--- src/sat_pkg.sv ---
`timescale 1ns / 1ps

package sat_pkg;

    localparam int DEPTH_DEFAULT = 16;

    localparam int VALUE_W     = 32;
    localparam int POS_W       = 4;
    localparam int ACTION_W    = 2;
    localparam int STATUS_W    = 2;
    localparam int COUNT_OUT_W = 5;
    localparam int CFG_W       = 5;

    localparam logic [CFG_W-1:0] MAX_ENTRIES_RESET = 5'd16;

    typedef enum logic [ACTION_W-1:0] {
        ACT_INSERT = 2'd0,
        ACT_LOOKUP = 2'd1,
        ACT_REMOVE = 2'd2
    } t_action;

    typedef enum logic [STATUS_W-1:0] {
        ST_OK    = 2'd0,
        ST_FULL  = 2'd1,
        ST_RANGE = 2'd2
    } t_status;

endpackage

--- src/sorted_array_table.sv ---
`timescale 1ns / 1ps

// Channel  | Direction | Handshake                  | Payload
// ---------+-----------+----------------------------+----------------------------------
// in       | input     | i_in_valid / o_in_ready    | i_action, i_value, i_position
// out      | output    | o_out_valid / i_out_ready  | o_status, o_read_value,
//          |           |                            | o_entry_count
// cfg      | input     | i_cfg_we (no wait)         | i_cfg_wdata (max_entries)
//
// Insert scans down through the entry store from the top entry, moving
// each entry at or above the new value up one place (one read and one
// shifted write per cycle).
// Reset: synchronous, active low; clears the count and the output valid,
// loads max_entries with 16. Entry storage is not cleared.
// Stalls: a result waits in the output register; the next transaction
// may be accepted meanwhile but completes only once the slot is free.
module sorted_array_table #(
    parameter int DEPTH = sat_pkg::DEPTH_DEFAULT
) (
    input  logic                            i_clk,
    input  logic                            i_rst_n,
    // input transaction
    input  logic                            i_in_valid,
    output logic                            o_in_ready,
    input  logic [sat_pkg::ACTION_W-1:0]    i_action,
    input  logic [sat_pkg::VALUE_W-1:0]     i_value,
    input  logic [sat_pkg::POS_W-1:0]       i_position,
    // result transaction
    output logic                            o_out_valid,
    input  logic                            i_out_ready,
    output logic [sat_pkg::STATUS_W-1:0]    o_status,
    output logic [sat_pkg::VALUE_W-1:0]     o_read_value,
    output logic [sat_pkg::COUNT_OUT_W-1:0] o_entry_count,
    // configuration
    input  logic                            i_cfg_we,
    input  logic [sat_pkg::CFG_W-1:0]       i_cfg_wdata
);

    localparam int AW = (DEPTH > 1) ? $clog2(DEPTH) : 1;

    // capacity limit; saturation at DEPTH is done in the sequencer
    logic [sat_pkg::CFG_W-1:0] r_max_entries;

    logic                        mem_we;
    logic [AW-1:0]               mem_waddr;
    logic [AW-1:0]               mem_raddr;
    logic [sat_pkg::VALUE_W-1:0] mem_wdata;
    logic [sat_pkg::VALUE_W-1:0] mem_rdata;

    always_ff @(posedge i_clk) begin
        if (!i_rst_n) begin
            r_max_entries <= sat_pkg::MAX_ENTRIES_RESET;
        end else if (i_cfg_we) begin
            r_max_entries <= i_cfg_wdata;
        end
    end

    sat_ctrl #(
        .DEPTH (DEPTH)
    ) u_ctrl (
        .i_clk         (i_clk),
        .i_rst_n       (i_rst_n),
        .i_in_valid    (i_in_valid),
        .o_in_ready    (o_in_ready),
        .i_action      (i_action),
        .i_value       (i_value),
        .i_position    (i_position),
        .i_max_entries (r_max_entries),
        .o_mem_we      (mem_we),
        .o_mem_waddr   (mem_waddr),
        .o_mem_wdata   (mem_wdata),
        .o_mem_raddr   (mem_raddr),
        .i_mem_rdata   (mem_rdata),
        .o_out_valid   (o_out_valid),
        .i_out_ready   (i_out_ready),
        .o_status      (o_status),
        .o_read_value  (o_read_value),
        .o_entry_count (o_entry_count)
    );

    sat_mem #(
        .DEPTH (DEPTH)
    ) u_mem (
        .i_clk   (i_clk),
        .i_we    (mem_we),
        .i_waddr (mem_waddr),
        .i_wdata (mem_wdata),
        .i_raddr (mem_raddr),
        .o_rdata (mem_rdata)
    );

endmodule

--- src/sat_mem.sv ---
`timescale 1ns / 1ps

// Entry store: one write port, one read port, registered read data.
module sat_mem #(
    parameter int DEPTH = sat_pkg::DEPTH_DEFAULT
) (
    input  logic                        i_clk,
    input  logic                        i_we,
    input  logic [$clog2(DEPTH)-1:0]    i_waddr,
    input  logic [sat_pkg::VALUE_W-1:0] i_wdata,
    input  logic [$clog2(DEPTH)-1:0]    i_raddr,
    output logic [sat_pkg::VALUE_W-1:0] o_rdata
);

    logic [sat_pkg::VALUE_W-1:0] r_mem [DEPTH];
    logic [sat_pkg::VALUE_W-1:0] r_rdata;

    always_ff @(posedge i_clk) begin
        if (i_we) begin
            r_mem[i_waddr] <= i_wdata;
        end
        r_rdata <= r_mem[i_raddr];
    end

    assign o_rdata = r_rdata;

endmodule

--- src/sat_ctrl.sv ---
`timescale 1ns / 1ps

// Sequencer: walks the store one entry per cycle through a single
// compare unit, shifting entries as it goes. Holds count and result.
module sat_ctrl #(
    parameter int DEPTH = sat_pkg::DEPTH_DEFAULT
) (
    input  logic                           i_clk,
    input  logic                           i_rst_n,
    input  logic                           i_in_valid,
    output logic                           o_in_ready,
    input  logic [sat_pkg::ACTION_W-1:0]   i_action,
    input  logic [sat_pkg::VALUE_W-1:0]    i_value,
    input  logic [sat_pkg::POS_W-1:0]      i_position,
    input  logic [sat_pkg::CFG_W-1:0]      i_max_entries,
    output logic                           o_mem_we,
    output logic [$clog2(DEPTH)-1:0]       o_mem_waddr,
    output logic [sat_pkg::VALUE_W-1:0]    o_mem_wdata,
    output logic [$clog2(DEPTH)-1:0]       o_mem_raddr,
    input  logic [sat_pkg::VALUE_W-1:0]    i_mem_rdata,
    output logic                           o_out_valid,
    input  logic                           i_out_ready,
    output logic [sat_pkg::STATUS_W-1:0]   o_status,
    output logic [sat_pkg::VALUE_W-1:0]    o_read_value,
    output logic [sat_pkg::COUNT_OUT_W-1:0] o_entry_count
);

    localparam int AW = $clog2(DEPTH);
    localparam int CW = $clog2(DEPTH + 1);
    localparam int PW = CW + sat_pkg::POS_W;
    localparam int KW = CW + sat_pkg::CFG_W;

    typedef enum logic [5:0] {
        S_IDLE    = 6'b000001,
        S_INS_CMP = 6'b000010,
        S_INS_PUT = 6'b000100,
        S_RM_MV   = 6'b001000,
        S_LK_WAIT = 6'b010000,
        S_DONE    = 6'b100000
    } t_state;

    t_state                          r_state, n_state;
    logic [CW-1:0]                   r_count, n_count;
    logic [CW-1:0]                   r_k, n_k;
    logic [sat_pkg::VALUE_W-1:0]     r_value, n_value;
    logic [sat_pkg::VALUE_W-1:0]     r_rd, n_rd;
    sat_pkg::t_status                r_status, n_status;
    logic                            r_out_valid, n_out_valid;
    logic [sat_pkg::STATUS_W-1:0]    r_out_status, n_out_status;
    logic [sat_pkg::VALUE_W-1:0]     r_out_rd, n_out_rd;
    logic [sat_pkg::COUNT_OUT_W-1:0] r_out_cnt, n_out_cnt;

    logic [CW-1:0]  wr_idx, rd_idx;
    logic [PW-1:0]  pos_ext, pos1_ext, cnt_pos;
    logic [KW-1:0]  max_ext, cnt_ext;
    logic [CW:0]    k2_ext;
    logic           pos_ok, pos_has_next, full, in_acc;

    assign pos_ext      = {{CW{1'b0}}, i_position};
    assign pos1_ext     = pos_ext + PW'(1);
    assign cnt_pos      = {{sat_pkg::POS_W{1'b0}}, r_count};
    assign pos_ok       = pos_ext < cnt_pos;
    assign pos_has_next = pos1_ext < cnt_pos;
    assign max_ext      = {{CW{1'b0}}, i_max_entries};
    assign cnt_ext      = {{sat_pkg::CFG_W{1'b0}}, r_count};
    // capacity is min(max_entries, DEPTH)
    assign full         = (cnt_ext >= max_ext) || (r_count == CW'(DEPTH));
    assign k2_ext       = {1'b0, r_k} + (CW + 1)'(2);
    assign in_acc       = i_in_valid && (r_state == S_IDLE);

    always_comb begin
        n_state      = r_state;
        n_count      = r_count;
        n_k          = r_k;
        n_value      = r_value;
        n_rd         = r_rd;
        n_status     = r_status;
        n_out_valid  = r_out_valid && !i_out_ready;
        n_out_status = r_out_status;
        n_out_rd     = r_out_rd;
        n_out_cnt    = r_out_cnt;
        o_mem_we     = 1'b0;
        o_mem_wdata  = r_value;
        wr_idx       = r_k;
        rd_idx       = '0;

        unique case (r_state)
            S_IDLE: begin
                if (i_in_valid) begin
                    n_value = i_value;
                    n_rd    = '0;
                    unique case (sat_pkg::t_action'(i_action))
                        sat_pkg::ACT_INSERT: begin
                            if (full) begin
                                n_status = sat_pkg::ST_FULL;
                                n_state  = S_DONE;
                            end else if (r_count == '0) begin
                                n_k     = '0;
                                n_state = S_INS_PUT;
                            end else begin
                                // scan down from the top entry
                                rd_idx  = r_count - CW'(1);
                                n_k     = r_count;
                                n_state = S_INS_CMP;
                            end
                        end
                        sat_pkg::ACT_LOOKUP: begin
                            if (pos_ok) begin
                                rd_idx  = pos_ext[CW-1:0];
                                n_state = S_LK_WAIT;
                            end else begin
                                n_status = sat_pkg::ST_RANGE;
                                n_state  = S_DONE;
                            end
                        end
                        sat_pkg::ACT_REMOVE: begin
                            if (!pos_ok) begin
                                n_status = sat_pkg::ST_RANGE;
                                n_state  = S_DONE;
                            end else if (pos_has_next) begin
                                rd_idx  = pos1_ext[CW-1:0];
                                n_k     = pos_ext[CW-1:0];
                                n_state = S_RM_MV;
                            end else begin
                                n_count  = r_count - CW'(1);
                                n_status = sat_pkg::ST_OK;
                                n_state  = S_DONE;
                            end
                        end
                        default: begin
                            n_status = sat_pkg::ST_RANGE;
                            n_state  = S_DONE;
                        end
                    endcase
                end
            end
            S_INS_CMP: begin
                o_mem_we = 1'b1;
                if (i_mem_rdata >= r_value) begin
                    // entry k-1 moves up to k
                    o_mem_wdata = i_mem_rdata;
                    n_k         = r_k - CW'(1);
                    if (r_k == CW'(1)) begin
                        n_state = S_INS_PUT;
                    end else begin
                        rd_idx = r_k - CW'(2);
                    end
                end else begin
                    n_count  = r_count + CW'(1);
                    n_status = sat_pkg::ST_OK;
                    n_state  = S_DONE;
                end
            end
            S_INS_PUT: begin
                o_mem_we = 1'b1;
                n_count  = r_count + CW'(1);
                n_status = sat_pkg::ST_OK;
                n_state  = S_DONE;
            end
            S_RM_MV: begin
                o_mem_we    = 1'b1;
                o_mem_wdata = i_mem_rdata;
                if (k2_ext < {1'b0, r_count}) begin
                    rd_idx = k2_ext[CW-1:0];
                    n_k    = r_k + CW'(1);
                end else begin
                    n_count  = r_count - CW'(1);
                    n_status = sat_pkg::ST_OK;
                    n_state  = S_DONE;
                end
            end
            S_LK_WAIT: begin
                n_rd     = i_mem_rdata;
                n_status = sat_pkg::ST_OK;
                n_state  = S_DONE;
            end
            S_DONE: begin
                if (!r_out_valid || i_out_ready) begin
                    n_out_valid  = 1'b1;
                    n_out_status = r_status;
                    n_out_rd     = r_rd;
                    n_out_cnt    = cnt_ext[sat_pkg::COUNT_OUT_W-1:0];
                    n_state      = S_IDLE;
                end
            end
            default: begin
                n_state = S_IDLE;
            end
        endcase
    end

    always_ff @(posedge i_clk) begin
        if (!i_rst_n) begin
            r_state     <= S_IDLE;
            r_count     <= '0;
            r_out_valid <= 1'b0;
        end else begin
            r_state     <= n_state;
            r_count     <= n_count;
            r_out_valid <= n_out_valid;
        end
        r_k          <= n_k;
        r_value      <= n_value;
        r_rd         <= n_rd;
        r_status     <= n_status;
        r_out_status <= n_out_status;
        r_out_rd     <= n_out_rd;
        r_out_cnt    <= n_out_cnt;
    end

    assign o_in_ready    = (r_state == S_IDLE);
    assign o_mem_waddr   = wr_idx[AW-1:0];
    assign o_mem_raddr   = rd_idx[AW-1:0];
    assign o_out_valid   = r_out_valid;
    assign o_status      = r_out_status;
    assign o_read_value  = r_out_rd;
    assign o_entry_count = r_out_cnt;

    a_count_bound: assert property (@(posedge i_clk) disable iff (!i_rst_n)
        r_count <= CW'(DEPTH))
        else $error("entry count beyond depth");

    a_no_idle_write: assert property (@(posedge i_clk) disable iff (!i_rst_n)
        o_mem_we |-> (r_state != S_IDLE) && (r_state != S_DONE))
        else $error("store written outside an operation");

    a_accept_busy: assert property (@(posedge i_clk) disable iff (!i_rst_n)
        in_acc |=> (r_state != S_IDLE))
        else $error("accepted transaction did not start");

    a_count_step: assert property (@(posedge i_clk) disable iff (!i_rst_n)
        (r_count != $past(r_count)) && $past(i_rst_n) |->
            (r_count == $past(r_count) + CW'(1)) || (r_count == $past(r_count) - CW'(1)))
        else $error("count moved by more than one");

    a_result_from_done: assert property (@(posedge i_clk) disable iff (!i_rst_n)
        $rose(o_out_valid) |-> $past(r_state == S_DONE))
        else $error("result loaded outside completion");

endmodule

--- config.mk ---
export PLATFORM = sky130hd
export DESIGN_NAME = sorted_array_table
export DESIGN_NICKNAME = d
export VERILOG_FILES = /design/src/sat_pkg.sv /design/src/sorted_array_table.sv /design/src/sat_mem.sv /design/src/sat_ctrl.sv
export SDC_FILE = /design/constraint.sdc
export NUM_CORES = 1
export LEC_CHECK = 0
export ABC_CLOCK_PERIOD_IN_PS = 6800
export BUFFER_PORTS_ARGS = -buffer_cell sky130_fd_sc_hd__buf_2
export CORE_MARGIN = 2
export CORE_UTILIZATION = 40
export DETAILED_ROUTE_END_ITERATION = 8
export GPL_TIMING_DRIVEN = 1
export SLEW_MARGIN = 15
export SYNTH_ARGS = -nofsm -noshare
export SYNTH_HDL_FRONTEND = slang
export SYNTH_HIERARCHICAL = 1
export SYNTH_SLANG_ARGS = --single-unit
--- constraint.sdc ---
create_clock -name i_clk -period 6.8 [get_ports i_clk]
set_input_delay 0.68 -clock i_clk [delete_from_list [all_inputs] [get_ports i_clk]]
set_output_delay 0.68 -clock i_clk [all_outputs]
set_load 0.1 [all_outputs]
==> flow_summary.ini <==
[sta]
maxSlewViolCount = 0
finalCriticalPeriod_ns = 4.876
finalSetupTns_ns = 0
relSlewSlack_pct = 35.43
setup_ws_ns = 1.924
rsz0062_at_grt = false
setup_viol = 0
timing.fmax_ghz = 0.2051
worstMarginPinSlew_ns = 0.9632
hold_viol_final = 0
post-route-period-util_pct = 71.71
fin_worst_skew_ns = 0.02502

[die]
ios = 89
core_area_um2 = 65860
die_y_um = 262.1
num_rows = 94
start_util_pct = 40.45
dieArea_um2 = 68680
die_x_um = 262.1

[clock_network]
cts_tree = yes
cts_root_buf = clkbuf_16
cts_setup_buffers = 0
ctsHtreeMaxLevel = 3
cts_sinks = 671
holdBufCountCts = 0
clkLatencyLatePin_ns = 0.62
numCtsBuffers = 73
clkTransAtPathRegs_ns = 0.06
cts_buffer_depth = 3
cts_resized = 0

[route]
drc = 0
postRouteAntennaNets = 0
viasPerCell = 5.598
num_vias = 13750
drt_first_iter_violations = 1421
firstDrtPassIters = 6
wirelength_mm = 63.07
routedWlPerCell_um = 25.68

[global_route]
grt_pass1_vias = 13880
antenna_found_initial = 1
grt_first_pass_wirelength_mm = 92.63
grt_use_total_pct = 18.66
gr-total-overflow = 0
grt_start_max_net_pins = 68

[min_path]
hold_path.class = in -> reg

[finish]
final_nets = 1637
layout_commonest_cell = edfxtp_1
drive_above_1_share_pct = 27.32
mostFrequentLayoutCells = 622 x edfxtp_1, 128 x mux4_2, 88 x buf_2
final_cells = 2456
diodes = 0
fin_area_um2 = 30750
area_delta_synth_final_pct = 15.42

[setup_path]
start_kind = register
path_class = reg -> reg
worstPathArrival_ns = 5.38
path_max_fanout = 29
required_ns = 7.30
worst_setup_path_end_kind = register

[place]
place.gp.congestion = 0.8206
hpwl_mm = 34.49
placed_area_um2 = 28300
dpl.cell_count = 2321
io_buffer_count = 88
pre_cts_slack_ns = 1.956

[logic_synthesis]
netlist.area_leader.share_pct = 70.11
synth_area_leaders = edfxtp_1 70%, mux4_2 11%, dfxtp_1 3.7%
yosysUniqueCellTypes = 72
netlist_instances = 1399
synth_ff_type = edfxtp_1
synth_area_um2 = 26640
synth-seq-cells = 671
syn_area_per_cell_um2 = 19.04
yosys_warnings = 6
synth_edf_count = 622
synth_area_leader_cell = edfxtp_1
synthArstFlopShare_pct = 0
yosysSeqAreaShare_pct = 73.80
syn_nets = 1504

[power]
power.total_mw = 10.08
power.static_leakage_nw = 10.14
peakVddDrop_mv = 0.1926
cellPowerDensity_nw_per_um2 = 327.9

[outcome]
outcome = complete, no violations

[job]
max-cap-violations = 0
==> final timing paths <==
path / start / cells after the start / end / slack, ns
max: u_ctrl/r_value[12]$_DFFE_PP_ / 13 / u_mem/o_rdata[20]$_DFF_P_ / 1.92
min: i_value[17] / 1 / u_ctrl/r_value[17]$_DFFE_PP_ / 0.23
max reg2reg: u_ctrl/r_value[12]$_DFFE_PP_ / 13 / u_mem/o_rdata[20]$_DFF_P_ / 1.92
min reg2reg: u_ctrl/r_rd[24]$_SDFFCE_PN0P_ / 0 / u_ctrl/o_read_value[24]$_DFFE_PP_ / 0.42
==> kinds of logic after synthesis <==
kind of cell	synth area share (%)
fa+ha+maj	2.677
xor+xnor	0.2959
simple gates	4.448
compound gates	4.377
mux	12.47
flops	73.80
buf+inv	1.930
==> per-layer routing <==
layer  vias up  wire length [µm]  global-route usage [%]
met5         -                 0                       0
met4         0               964                   4.724
met3        72              4085                   2.768
met2       487             30660                   30.72
met1      7260             27360                   26.23
li1       5930                 -                       -
==> per-stage QoR <==
step           hold WS (ns)  utilization, %
6_report             0.2340           46.68
5_1_grt              0.2192           46.68
4_1_cts              0.2055           46.68
3_5_place_dp         0.4045           42.96
3_3_place_gp         0.4029           42.96
2_1_floorplan        0.4003               -
==> layout make-up <==
type / instances / area (µm²)
clock buffer: 94 / 1998
inverter: 49 / 188.9
multi-input combinational: 617 / 6638
tap: 864 / 1081
sequential: 671 / 19660
clock inverter: 41 / 451.7
timing repair buffer: 120 / 730.7
fill: 5551 / 35120
==> cells in the mapped netlist, drive strengths merged (9+ instances only) <==
| cell type | count |
|---|---|
| nand2b | 9 |
| ha | 57 |
| nor2b | 12 |
| nand2 | 79 |
| a21oi | 28 |
| nor2 | 28 |
| and2 | 38 |
| mux4 | 128 |
| dfxtp | 49 |
| o21ai | 13 |
| inv | 48 |
| buf | 38 |
| mux2 | 32 |
| edfxtp | 622 |
| clkbuf | 24 |
| a22oi | 68 |
==> worst max-delay path, cell delays in order (launching register included) <==
cell	delay (ns)
edfxtp_1	0.41
inv_1	0.06
ha_1	0.27
and4_1	0.40
o211ai_1	0.14
o32ai_1	0.45
a211o_1	0.28
a22o_1	0.45
a21oi_1	0.25
o22ai_4	0.51
buf_4	0.59
mux4_2	0.58
a22oi_1	0.26
nand2_1	0.08
==> state kept, by name, summed over array words and instances (netlist names) <==
name	cells
r_max_entries	5
u_ctrl/o_entry_count	5
u_ctrl/o_out_valid	1
u_ctrl/o_read_value	32
u_ctrl/o_status	2
u_ctrl/r_count	5
u_ctrl/r_k	5
u_ctrl/r_rd	32
u_ctrl/r_state	6
u_ctrl/r_status	2
u_ctrl/r_value	32
u_mem/o_rdata	32
u_mem/r_mem	512
==> power breakdown <==
part           total [mW]  internal (mW)  switching [mW]
registers            4.96           4.86           0.102
logic                1.11          0.320           0.792
clock network        4.01           2.40            1.61
total                10.1           7.58            2.51
Note: power is estimated with default switching activity, not from simulation.
